==> config.mk <==
export PLATFORM = sky130hd
export DESIGN_NAME = postfix_expression_evaluator
export DESIGN_NICKNAME = d
export VERILOG_FILES = /design/src/design/pee_pkg.sv /design/src/design/postfix_expression_evaluator.sv /design/src/design/pee_alu.sv
export SDC_FILE = /design/constraint.sdc
export NUM_CORES = 2
export LEC_CHECK = 0
export ABC_CLOCK_PERIOD_IN_PS = 9600
export BUFFER_PORTS_ARGS = -buffer_cell sky130_fd_sc_hd__buf_2
export CORE_MARGIN = 10
export CORE_UTILIZATION = 25
export CTS_BUF_LIST = sky130_fd_sc_hd__clkbuf_16
export CTS_CLUSTER_DIAMETER = 150
export DETAILED_ROUTE_END_ITERATION = 8
export GPL_TIMING_DRIVEN = 0
export SLEW_MARGIN = 10
export SYNTH_ARGS = -nofsm -noshare
export SYNTH_HDL_FRONTEND = slang
export SYNTH_SLANG_ARGS = --single-unit
==> constraint.sdc <==
create_clock -name i_clk -period 9.6 [get_ports i_clk]
set_input_delay 0.48 -clock i_clk [delete_from_list [all_inputs] [get_ports i_clk]]
set_output_delay 0.48 -clock i_clk [all_outputs]
set_load 0.1 [all_outputs]
==> src/design/pee_pkg.sv <==
`default_nettype none

package pee_pkg;

    // Characters of the postfix text
    localparam logic [7:0] CH_END   = 8'h00;
    localparam logic [7:0] CH_PLUS  = 8'h2B;
    localparam logic [7:0] CH_MINUS = 8'h2D;
    localparam logic [7:0] CH_STAR  = 8'h2A;
    localparam logic [7:0] CH_SLASH = 8'h2F;
    localparam logic [7:0] CH_NEG   = 8'h5F;
    localparam logic [7:0] CH_ZERO  = 8'h30;
    localparam logic [7:0] CH_NINE  = 8'h39;

    // Expression status codes
    localparam logic [1:0] ST_OK       = 2'd0;
    localparam logic [1:0] ST_DIVZERO  = 2'd1;
    localparam logic [1:0] ST_OPERAND  = 2'd2;
    localparam logic [1:0] ST_OVERFLOW = 2'd3;

    localparam int unsigned DATA_W = 32;
    localparam logic [31:0] NUM_MAX = 32'h7FFF_FFFF;
    localparam logic [3:0]  RADIX   = 4'd10;

    typedef enum logic {
        ALU_MUL,
        ALU_DIV
    } t_alu_op;

    typedef struct packed {
        logic              start;
        t_alu_op           op;
        logic [DATA_W-1:0] lhs;
        logic [DATA_W-1:0] rhs;
    } t_alu_req;

    typedef struct packed {
        logic              done;
        logic [DATA_W-1:0] result;
    } t_alu_rsp;

endpackage

`default_nettype wire

==> src/design/postfix_expression_evaluator.sv <==
`default_nettype none

// Channel   Handshake                   Payload
// input     i_valid / o_stall           i_char_code[7:0]
// output    o_valid / i_stall           o_value[31:0] signed, o_status[1:0]
//
// A digit is folded into the accumulator without leaving idle; other characters go through the stack RAM.
// '*' and '/' go through 32 one-bit steps of the shared shift/add unit,
// plus sign fix and stack read/write.
// Character 0 waits in place while the output register holds a result that is stalled.
// Reset is synchronous, active low; it empties the stack and clears the status.
// o_stall is high while a character is being worked; a held result does not block input.
module postfix_expression_evaluator
    import pee_pkg::*;
#(
    parameter int unsigned STACK_DEPTH = 32
) (
    input  wire logic               i_clk,
    input  wire logic               i_rst_n,
    input  wire logic               i_valid,
    output logic                    o_stall,
    input  wire logic [7:0]         i_char_code,
    output logic                    o_valid,
    input  wire logic               i_stall,
    output logic signed [31:0]      o_value,
    output logic [1:0]              o_status
);

    localparam int unsigned AW = $clog2(STACK_DEPTH);
    localparam int unsigned CW = $clog2(STACK_DEPTH + 1);

    typedef enum logic [3:0] {
        S_IDLE,
        S_PUSH_NUM,
        S_DISPATCH,
        S_POP_RHS,
        S_POP_LHS,
        S_EXEC,
        S_WAIT,
        S_PUSH_RES,
        S_NEGATE,
        S_END_READ,
        S_FINISH
    } t_state;

    t_state             r_state, n_state;
    logic [7:0]         r_ch, n_ch;
    logic [CW-1:0]      r_count, n_count;
    logic [31:0]        r_acc, n_acc;
    logic               r_in_number, n_in_number;
    logic [1:0]         r_err, n_err;
    logic [31:0]        r_lhs, n_lhs;
    logic [31:0]        r_rhs, n_rhs;
    logic [31:0]        r_res, n_res;
    logic               r_o_valid, n_o_valid;
    logic [31:0]        r_o_value, n_o_value;
    logic [1:0]         r_o_status, n_o_status;

    logic [31:0]        r_stack [STACK_DEPTH];
    logic [31:0]        r_rd_data;
    logic               wr_en, rd_en;
    logic [AW-1:0]      wr_addr, rd_addr;
    logic [31:0]        wr_data;

    logic [CW-1:0]      count_dec;
    logic [AW-1:0]      top_addr;
    logic               stack_full;
    logic               stack_empty;
    logic               is_digit;
    logic [7:0]         digit_diff;
    logic [35:0]        acc_ext, acc_mul;
    logic [31:0]        acc_sat;

    t_alu_req           alu_req;
    t_alu_rsp           alu_rsp;

    assign count_dec   = r_count - CW'(1);
    assign top_addr    = count_dec[AW-1:0];
    assign stack_full  = (r_count == CW'(STACK_DEPTH));
    assign stack_empty = (r_count == '0);

    // Decimal accumulate: acc * 10 + digit, saturating
    assign is_digit   = (i_char_code >= CH_ZERO) && (i_char_code <= CH_NINE);
    assign digit_diff = i_char_code - CH_ZERO;
    assign acc_ext    = {4'b0, r_acc};
    assign acc_mul    = acc_ext * 36'(RADIX) + 36'(digit_diff[3:0]);
    assign acc_sat    = (acc_mul > 36'(NUM_MAX)) ? NUM_MAX : acc_mul[31:0];

    pee_alu u_alu (
        .i_clk   (i_clk),
        .i_rst_n (i_rst_n),
        .i_req   (alu_req),
        .o_rsp   (alu_rsp)
    );

    always_ff @(posedge i_clk) begin
        if (wr_en) begin
            r_stack[wr_addr] <= wr_data;
        end
        if (rd_en) begin
            r_rd_data <= r_stack[rd_addr];
        end
    end

    always_comb begin
        n_state     = r_state;
        n_ch        = r_ch;
        n_count     = r_count;
        n_acc       = r_acc;
        n_in_number = r_in_number;
        n_err       = r_err;
        n_lhs       = r_lhs;
        n_rhs       = r_rhs;
        n_res       = r_res;
        n_o_valid   = r_o_valid && i_stall;
        n_o_value   = r_o_value;
        n_o_status  = r_o_status;
        wr_en       = 1'b0;
        wr_addr     = r_count[AW-1:0];
        wr_data     = r_res;
        rd_en       = 1'b0;
        rd_addr     = top_addr;
        alu_req     = '{start: 1'b0, op: ALU_MUL, lhs: r_lhs, rhs: r_rhs};
        case (r_state)
            S_IDLE: begin
                if (i_valid) begin
                    n_ch = i_char_code;
                    if (is_digit) begin
                        n_acc       = r_in_number ? acc_sat : 32'(digit_diff[3:0]);
                        n_in_number = 1'b1;
                    end else if (r_in_number) begin
                        n_state = S_PUSH_NUM;
                    end else begin
                        n_state = S_DISPATCH;
                    end
                end
            end
            S_PUSH_NUM: begin
                if (!stack_full) begin
                    wr_en   = 1'b1;
                    wr_data = r_acc;
                    n_count = r_count + CW'(1);
                end else begin
                    n_err = ST_OVERFLOW;
                end
                n_in_number = 1'b0;
                n_acc       = '0;
                n_state     = S_DISPATCH;
            end
            S_DISPATCH: begin
                case (r_ch)
                    CH_PLUS, CH_MINUS, CH_STAR, CH_SLASH: begin
                        if (stack_empty) begin
                            n_err   = ST_OPERAND;
                            n_state = S_IDLE;
                        end else begin
                            rd_en   = 1'b1;
                            n_count = count_dec;
                            n_state = S_POP_RHS;
                        end
                    end
                    CH_NEG: begin
                        if (stack_empty) begin
                            n_err   = ST_OPERAND;
                            n_state = S_IDLE;
                        end else begin
                            rd_en   = 1'b1;
                            n_state = S_NEGATE;
                        end
                    end
                    CH_END: begin
                        if (stack_empty) begin
                            n_res   = '0;
                            n_state = S_FINISH;
                        end else begin
                            rd_en   = 1'b1;
                            n_state = S_END_READ;
                        end
                    end
                    default: begin
                        n_state = S_IDLE;
                    end
                endcase
            end
            S_POP_RHS: begin
                n_rhs = r_rd_data;
                if (stack_empty) begin
                    // lone operand is dropped
                    n_err   = ST_OPERAND;
                    n_state = S_IDLE;
                end else begin
                    rd_en   = 1'b1;
                    n_count = count_dec;
                    n_state = S_POP_LHS;
                end
            end
            S_POP_LHS: begin
                n_lhs   = r_rd_data;
                n_state = S_EXEC;
            end
            S_EXEC: begin
                case (r_ch)
                    CH_PLUS: begin
                        n_res   = r_lhs + r_rhs;
                        n_state = S_PUSH_RES;
                    end
                    CH_MINUS: begin
                        n_res   = r_lhs - r_rhs;
                        n_state = S_PUSH_RES;
                    end
                    CH_STAR: begin
                        alu_req.start = 1'b1;
                        alu_req.op    = ALU_MUL;
                        n_state       = S_WAIT;
                    end
                    default: begin
                        if (r_rhs == '0) begin
                            n_res   = '0;
                            n_err   = ST_DIVZERO;
                            n_state = S_PUSH_RES;
                        end else begin
                            alu_req.start = 1'b1;
                            alu_req.op    = ALU_DIV;
                            n_state       = S_WAIT;
                        end
                    end
                endcase
            end
            S_WAIT: begin
                if (alu_rsp.done) begin
                    n_res   = alu_rsp.result;
                    n_state = S_PUSH_RES;
                end
            end
            S_PUSH_RES: begin
                if (!stack_full) begin
                    wr_en   = 1'b1;
                    n_count = r_count + CW'(1);
                end else begin
                    n_err = ST_OVERFLOW;
                end
                n_state = S_IDLE;
            end
            S_NEGATE: begin
                wr_en   = 1'b1;
                wr_addr = top_addr;
                wr_data = 32'd0 - r_rd_data;
                n_state = S_IDLE;
            end
            S_END_READ: begin
                n_res   = r_rd_data;
                n_state = S_FINISH;
            end
            S_FINISH: begin
                // hold until the output register is free
                if (!r_o_valid || !i_stall) begin
                    n_o_valid  = 1'b1;
                    n_o_value  = r_res;
                    n_o_status = r_err;
                    n_count    = '0;
                    n_err      = ST_OK;
                    n_state    = S_IDLE;
                end
            end
            default: begin
                n_state = S_IDLE;
            end
        endcase
    end

    always_ff @(posedge i_clk) begin
        if (!i_rst_n) begin
            r_state     <= S_IDLE;
            r_count     <= '0;
            r_acc       <= '0;
            r_in_number <= 1'b0;
            r_err       <= ST_OK;
            r_o_valid   <= 1'b0;
        end else begin
            r_state     <= n_state;
            r_count     <= n_count;
            r_acc       <= n_acc;
            r_in_number <= n_in_number;
            r_err       <= n_err;
            r_o_valid   <= n_o_valid;
        end
        r_ch       <= n_ch;
        r_lhs      <= n_lhs;
        r_rhs      <= n_rhs;
        r_res      <= n_res;
        r_o_value  <= n_o_value;
        r_o_status <= n_o_status;
    end

    assign o_stall  = (r_state != S_IDLE);
    assign o_valid  = r_o_valid;
    assign o_value  = $signed(r_o_value);
    assign o_status = r_o_status;

endmodule

`default_nettype wire

==> src/design/pee_alu.sv <==
`default_nettype none

// Shift-and-add multiplier and restoring divider sharing one adder.
// 32 steps of one bit each, then one step that fixes the quotient sign of a divide.
module pee_alu
    import pee_pkg::*;
(
    input  wire logic     i_clk,
    input  wire logic     i_rst_n,
    input  wire t_alu_req i_req,
    output t_alu_rsp      o_rsp
);

    localparam int unsigned ADD_W = DATA_W + 2;

    typedef enum logic [1:0] {
        A_IDLE,
        A_RUN,
        A_FIX
    } t_alu_state;

    t_alu_state          r_state, n_state;
    t_alu_op             r_op, n_op;
    logic [DATA_W-1:0]   r_x, n_x;
    logic [DATA_W-1:0]   r_y, n_y;
    logic [DATA_W-1:0]   r_acc, n_acc;
    logic                r_neg, n_neg;
    logic [4:0]          r_step, n_step;
    logic                r_done, n_done;
    logic [DATA_W-1:0]   r_result, n_result;

    logic [ADD_W-1:0]    add_a, add_b, add_sum;
    logic                add_sub;

    // The one adder / subtractor
    assign add_sum = add_a + (add_b ^ {ADD_W{add_sub}}) + ADD_W'(add_sub);

    always_comb begin
        add_a   = '0;
        add_b   = '0;
        add_sub = 1'b0;
        case (r_state)
            A_RUN: begin
                if (r_op == ALU_MUL) begin
                    add_a = ADD_W'(r_acc);
                    add_b = r_y[0] ? ADD_W'(r_x) : '0;
                end else begin
                    add_a   = {1'b0, r_acc, r_x[DATA_W-1]};
                    add_b   = ADD_W'(r_y);
                    add_sub = 1'b1;
                end
            end
            A_FIX: begin
                if (r_op == ALU_MUL) begin
                    add_b = ADD_W'(r_acc);
                end else begin
                    add_b   = ADD_W'(r_x);
                    add_sub = r_neg;
                end
            end
            default: begin
            end
        endcase
    end

    always_comb begin
        n_state  = r_state;
        n_op     = r_op;
        n_x      = r_x;
        n_y      = r_y;
        n_acc    = r_acc;
        n_neg    = r_neg;
        n_step   = r_step;
        n_done   = 1'b0;
        n_result = r_result;
        case (r_state)
            A_IDLE: begin
                if (i_req.start) begin
                    n_op   = i_req.op;
                    n_acc  = '0;
                    n_step = 5'd31;
                    n_neg  = i_req.lhs[DATA_W-1] ^ i_req.rhs[DATA_W-1];
                    if (i_req.op == ALU_MUL) begin
                        n_x = i_req.lhs;
                        n_y = i_req.rhs;
                    end else begin
                        // operate on magnitudes, fix the sign at the end
                        n_x = i_req.lhs[DATA_W-1] ? (DATA_W'(0) - i_req.lhs) : i_req.lhs;
                        n_y = i_req.rhs[DATA_W-1] ? (DATA_W'(0) - i_req.rhs) : i_req.rhs;
                    end
                    n_state = A_RUN;
                end
            end
            A_RUN: begin
                if (r_op == ALU_MUL) begin
                    n_acc = add_sum[DATA_W-1:0];
                    n_x   = {r_x[DATA_W-2:0], 1'b0};
                    n_y   = {1'b0, r_y[DATA_W-1:1]};
                end else begin
                    // keep the partial remainder only if the trial subtract did not go negative
                    n_acc = add_sum[ADD_W-1] ? add_a[DATA_W-1:0] : add_sum[DATA_W-1:0];
                    n_x   = {r_x[DATA_W-2:0], ~add_sum[ADD_W-1]};
                end
                n_step = r_step - 5'd1;
                if (r_step == 5'd0) begin
                    n_state = A_FIX;
                end
            end
            A_FIX: begin
                n_result = add_sum[DATA_W-1:0];
                n_done   = 1'b1;
                n_state  = A_IDLE;
            end
            default: begin
                n_state = A_IDLE;
            end
        endcase
    end

    always_ff @(posedge i_clk) begin
        if (!i_rst_n) begin
            r_state <= A_IDLE;
            r_done  <= 1'b0;
        end else begin
            r_state <= n_state;
            r_done  <= n_done;
        end
        r_op     <= n_op;
        r_x      <= n_x;
        r_y      <= n_y;
        r_acc    <= n_acc;
        r_neg    <= n_neg;
        r_step   <= n_step;
        r_result <= n_result;
    end

    assign o_rsp.done   = r_done;
    assign o_rsp.result = r_result;

endmodule

`default_nettype wire

# Word level (Yosys, flattened, before mapping)
# Memories as Yosys holds them, arrays and structs flattened. A register that Yosys moved wholly into a read port is not among the register bits.
# Index checks and enable logic that the tools add are counted.
dict set report word_totals {
  memories 1
  mem_bits_rw 1024
  word_cells 194
  in_bits 12
  reg_bits 322
}
dict set report classes {
  mux 83
  order_cmp 3
  reduce_logical 34
  n_mul 1
  add_sub_neg 12
  eq_ne 36
  bitwise_logic 3
}
# name words width read_ports rd_clocked_by_memory_dff wr line_no
set mem_list {}
lappend mem_list {r_stack 32 32 1 1 1 postfix_expression_evaluator.sv:59} ;# logic [31:0] r_stack [STACK_DEPTH];
# operator n
set op_table {}
lappend op_table {{$mux 32} 21}
lappend op_table {{$pmux 32 s2} 5}
lappend op_table {{$pmux 32 s4} 1}
lappend op_table {{$pmux 32 s3} 1}
lappend op_table {{$sub 1x32->32 const A} 3}
lappend op_table {{$mux 34} 2}
lappend op_table {{$pmux 34 s2} 1}
lappend op_table {{$add 36x4->36} 1}
lappend op_table {{$gt 36x31->1 const B} 1}
lappend op_table {{$pmux 4 s9} 1}
lappend op_table {{$mul 32x3->35 const B} 1}
lappend op_table {{$add 34x1->34} 1}
lappend op_table {{$add 34x34->34} 1}
lappend op_table {{$xor 34x34->34} 1}
lappend op_table {{$mux 33} 1}
lappend op_table {{$add 32x32->32} 1}
lappend op_table {{$eq 8x6->1 const B} 4}
lappend op_table {{$logic_not 32->1} 1}
lappend op_table {{$sub 32x32->32} 1}
lappend op_table {{$mux 2} 13}
lappend op_table {{$ne 2x2->1 const B} 13}
lappend op_table {{$mux 6} 4}
lappend op_table {{$pmux 6 s4} 1}
lappend op_table {{$mux 4} 5}
lappend op_table {{other kinds (46)} 87}

# Longest topological paths before layout
dict set report logic_depth {
  word_depth 9
  mapped_depth 24
  depth_no_buf 21
}

# Cells and area by module
# Synthesis repeated with hierarchy kept, for this count alone.
dict set report hier_totals {
  hier_cells 4051
  area_unflattened_um2 63044.2
}
# mod cells_per_inst seq_area_each_um2 n_inst area_per_inst_um2
set modules_own_cells {}
lappend modules_own_cells {postfix_expression_evaluator 2912 36775.3 1 52878.2}
lappend modules_own_cells {pee_alu 1139 4113.9 1 10166.0}

# Least setup slack after synthesis
# Ideal clock, no wire load.
dict set report synth_path {
  path_kind {register to register}
  startpoint {register u_alu.r_state[0]}
  endpoint {register u_alu.r_acc[0], data pin}
  t_arrival_ns 5.394
  path_buffers 4
  period_less_slack_ns 5.662
  setup_slack_ns 3.938
  path_stages_with_launch 23
  cell_sequence {dfxtp_1 -> inv_1 -> ha_1 -> clkbuf_1 -> a21o_1 -> nand2_1 -> buf_1 -> xnor2_1 -> nor2_1 -> ha_1 -> a21o_1 -> a21oi_1 -> nand3_1 -> a211oi_1 -> and3b_1 -> or2_2 -> o2111ai_1 -> nand2_1 -> a221o_1 -> mux2_2 -> buf_2 -> clkbuf_1 -> o21ai_0}
}
dict set report synth_between {
  elab_chain_len 8
  elab_cells_between_ends 12
  cone_classes {add/sub (2); eq/ne (2); mux (6); bitwise (1); reduce/logical (1)}
}
# element line_no
set synth_lines {}
lappend synth_lines {{start: declaration} pee_alu.sv:22} ;# t_alu_state r_state, n_state;
lappend synth_lines {{start signal: assignment} pee_alu.sv:125} ;# r_state <= n_state;
lappend synth_lines {{$eq 2x2->1 / $eq 2x1->1 (equally long branches)} {pee_alu.sv:42, pee_alu.sv:76}}
lappend synth_lines {{$pmux 34 s2 / $pmux 1 s2 (equally long branches)} pee_alu.sv:42} ;# case (r_state)
lappend synth_lines {{$xor 34x34->34} pee_alu.sv:36} ;# assign add_sum = add_a + (add_b ^ {ADD_W{add_sub}}) + ADD_W'(add_sub);
lappend synth_lines {{$add 34x34->34} pee_alu.sv:36}
lappend synth_lines {{$add 34x1->34} pee_alu.sv:36}
lappend synth_lines {{$mux 32} pee_alu.sv:101} ;# n_acc = add_sum[ADD_W-1] ? add_a[DATA_W-1:0] : add_sum[DATA_W-1:0];
lappend synth_lines {{$mux 32} pee_alu.sv:95} ;# if (r_op == ALU_MUL) begin
lappend synth_lines {{$pmux 32 s2 (*)} pee_alu.sv:76} ;# case (r_state)
lappend synth_lines {{end signal: assignment} pee_alu.sv:131} ;# r_acc <= n_acc;
lappend synth_lines {{end: declaration} pee_alu.sv:26} ;# logic [DATA_W-1:0] r_acc, n_acc;
# Mark *: on every way between the ends. The rest lies on a longest branch, timed or not.
# A chain may end at the register's enable or synchronous reset.

# Final worst setup path
dict set report layout_path {
  startpoint {register r_count[0]}
  endpoint {memory r_stack[25][12] (enable)}
}
dict set report layout_between {
  elab_chain_len 5
  elab_cells_between_ends 7
  cone_classes {add/sub (1); eq/ne (1); mux (5)}
}
# element line_no
set layout_lines {}
lappend layout_lines {{start: declaration} postfix_expression_evaluator.sv:48} ;# logic [CW-1:0] r_count, n_count;
lappend layout_lines {{start signal: assignment} postfix_expression_evaluator.sv:281} ;# r_count <= n_count;
lappend layout_lines {{$eq 6x6->1} postfix_expression_evaluator.sv:79} ;# assign stack_full = (r_count == CW'(STACK_DEPTH));
lappend layout_lines {{$mux 1} {postfix_expression_evaluator.sv:139, postfix_expression_evaluator.sv:236}}
lappend layout_lines {{$pmux 1 s2} postfix_expression_evaluator.sv:124} ;# case (r_state)
lappend layout_lines {{$mux 1} postfix_expression_evaluator.sv:97} ;# if (wr_en) begin
lappend layout_lines {{$mux 1 (implied by the code)} postfix_expression_evaluator.sv:98} ;# r_stack[wr_addr] <= wr_data;
lappend layout_lines {{end: declaration} postfix_expression_evaluator.sv:59}
# Several ways; a longest one is shown, not always the timed one.

==> impl_metrics.yaml <==
cells_and_area:
  layout.nets: 4490
  largest_reg_flops: 1024
  area_growth_pct: 17.1
  drive_gt1_share_pct: 17.6
  finalInstanceArea_sq_um: 73400
  max_flop_register: "r_stack"
  finalNonFillerCells: 7788
  final_util_pct: 29.5
clock_network:
  cts_buffer_depth: 3
  tritoncts: "built"
  cts_buffers: 145
  cts-root-buf: "clkbuf_16"
  cts_sinks: 1378
  htree_levels: 4
  clk_latency_ns: 0.80
  clkTransAtPathRegs_ns: 0.06
  postCtsSetupBuffers: 0
sta:
  rsz0062_at_grt: "no"
  fmaxAchievable_mhz: 133
  clock_skew_ns: 0.0517
  timing.slew.headroom_pct: 14.8
  finalCritPeriodShare_pct: 78.3
  timing.final.hold_violations: 0
  worst_pin_slew_ns: 1.28
  period_minus_slack_ns: 7.52
  finalSetupViolations: 0
  setup-tns-final_ns: 0
  fin_ws_ns: 2.08
  whs_ns: 0.0873
  slew_viol_final: 0
synth:
  synth_edf_count: 1329
  synth_cells: 4068
  synth_cell_types: 81
  ys_seq_elements: 1378
  netlist_area_sq_um: 62700
  synth_flop_cell: "edfxtp_1"
  yosysWarnings: 0
  ys_seq_area_share_pct: 65.2
  synth_fp_nets: 4220
  syn_area_per_cell_sq_um: 15.4
  async_flop_share_pct: 0
floorplan:
  io_pins: 48
  die_h_um: 521
  start_util_pct: 25.2
  core_area_sq_um: 249000
  die_x_um: 521
  dieArea_sq_um: 271000
  rows: 183
pwr:
  seqPwrFrac_pct: 46.6
  p_total_mw: 14.4
  p_clk_share_pct: 37.7
  switching_power_mw: 3.78
  power.leakage_nw: 23.5
  vdd_drop_max_mv: 0.142
  p_int_mw: 10.6
  switching_share_pct: 26.2
  power_density_nw_per_um2: 196
  comb_power_share_pct: 15.7
route:
  num_vias: 37800
  routedWlPerCell_um: 23.0
  drt-pass1-iter-count: 9
  avgViaCountPerCell: 4.85
  drt_iter0_markers: 3845
  routed_wl_um: 179000
  drc: 0
  ant_nets: 0
run:
  maxCapViolCount: 0
place:
  post-dp-hpwl_um: 132000
  place_congestion: 0.865
  io_buffers: 47
  placed_area_sq_um: 68700
  numPlacedInstances: 7514
  place_ws_ns: 1.92
run_status:
  status: "finished, final reports clean"
critical_path:
  critPathRequiredTime_ns: 10.08
  worstPathCellList: "clkbuf_1, clkbuf_1, clkbuf_1, clkinv_1, ha_1, clkbuf_1, buf_1, clkbuf_1, a31oi_2, nor2_4, buf_12"
  worstPathMaxFanout: 17
  crit_path_top_delay_cell: "clkbuf_1"
  reg2regPathDepth: 11
  critPathKind: "flip-flop to flip-flop"
  max_stage_delay_ns: 0.93
  endpoint_kind: "flip-flop"
  critPathLaunchType: "flip-flop"
  worstPathArrival_ns: 8.00
  crit_top_cell: "clkbuf_1"
grt:
  grt.total_usage_pct: 12.8
  grt_first_pass_wirelength_um: 262000
  antenna_found_initial: 4
  overflow: 0
  grt_pass1_vias: 38400
  grt_start_max_net_pins: 55
min_path:
  hold_path_class: "primary input to flip-flop"
  hold_depth: 1
## placed cells by master (no fill, tap or decap), drive strengths merged, types with 64 or more instances in the layout
master     n
mux4     320
xor2     109
inv       82
o21ai    218
nand3     64
ha       136
clkinv    74
nor2     234
a21oi    178
buf      162
edfxtp  1329
clkbuf   310
nand2    358
xnor2    146
## final cells by class
cell class | count | area (sq um)
buffer | 210 | 810
antenna | 2 | 5.00
timing repair buffer | 123 | 1500
clock inverter | 119 | 970
clock buffer | 146 | 3650
inverter | 50 | 188
fill | 24800 | 176000
multi-input combinational | 2430 | 21200
sequential | 1378 | 40900
tap | 3330 | 4170
## per-layer routing
| metal | GRT usage (%) | vias up | part of all wire (%) | wire length (um) |
|---|---|---|---|---|
| li1 | - | 16700 | - | - |
| met1 | 16.4 | 19500 | 41 | 73400 |
| met2 | 21.6 | 1380 | 49 | 87100 |
| met3 | 2.30 | 289 | 6.5 | 11600 |
| met4 | 4.74 | 0 | 3.9 | 7080 |
| met5 | 0 | - | 0 | 0 |
## final timing paths
check            startpoint         endpoint  slack, ns
max              r_count[0]  r_stack[25][12]       2.08
min          i_char_code[2]          r_ch[2]       0.09
max reg2reg      r_count[0]  r_stack[25][12]       2.08
min reg2reg       r_res[16]      o_value[16]       0.48
## power by group through the flow
stage          sequential, mW  combinational (mW)  clock (mW)
2_1_floorplan            6.81                1.40           0
3_3_place_gp             6.85                2.17           0
3_5_place_dp             6.84                2.25           0
4_1_cts                  6.71                2.27        5.53
5_1_grt                  6.71                2.39        5.78
6_report                 6.71                2.26        5.44
## Yosys cell counts (all sizes together) (49+ instances only)
cell | number | share of area (%)
a21o | 60 | 0.72
a21oi | 178 | 1.4
a22oi | 60 | 0.72
clkbuf | 163 | 0.98
dfxtp | 49 | 1.6
edfxtp | 1329 | 64
ha | 136 | 2.7
mux4 | 320 | 11
nand2 | 358 | 2.1
nand3 | 64 | 0.52
nor2 | 234 | 1.4
nor3 | 60 | 0.50
o21ai | 218 | 1.7
xnor2 | 146 | 2.0
xor2 | 109 | 1.5
## worst max-delay path, delay by kind of cell, from the launching register on
family | cells | cell delay [ns]
buffers and inverters | 8 | 5.02
AND/OR/NAND/NOR | 1 | 0.79
AO/OA/AOI/OAI | 1 | 0.60
adder cells (fa/ha/maj) | 1 | 0.38
flip-flops | 1 | 0.33
## timing repair
item	in CTS	in global routing
hold buffers	7	0
gates resized for setup	0	0
endpoints found under the hold margin	7	0
endpoints found under the setup margin	0	0
## cell families (layout without fill, tap and decap cells)
logic type / count (synthesis) / in the layout / synth area share, %
compound gates: 739 / 739 / 7.58
xor+xnor: 255 / 255 / 3.56
fa+ha+maj: 140 / 140 / 2.84
buf+inv: 260 / 648 / 1.58
flops: 1378 / 1378 / 65.2
mux: 370 / 370 / 12.4
other cells: 0 / 2 / 0
simple gates: 926 / 926 / 6.86
(Power assumes the default switching activity.)
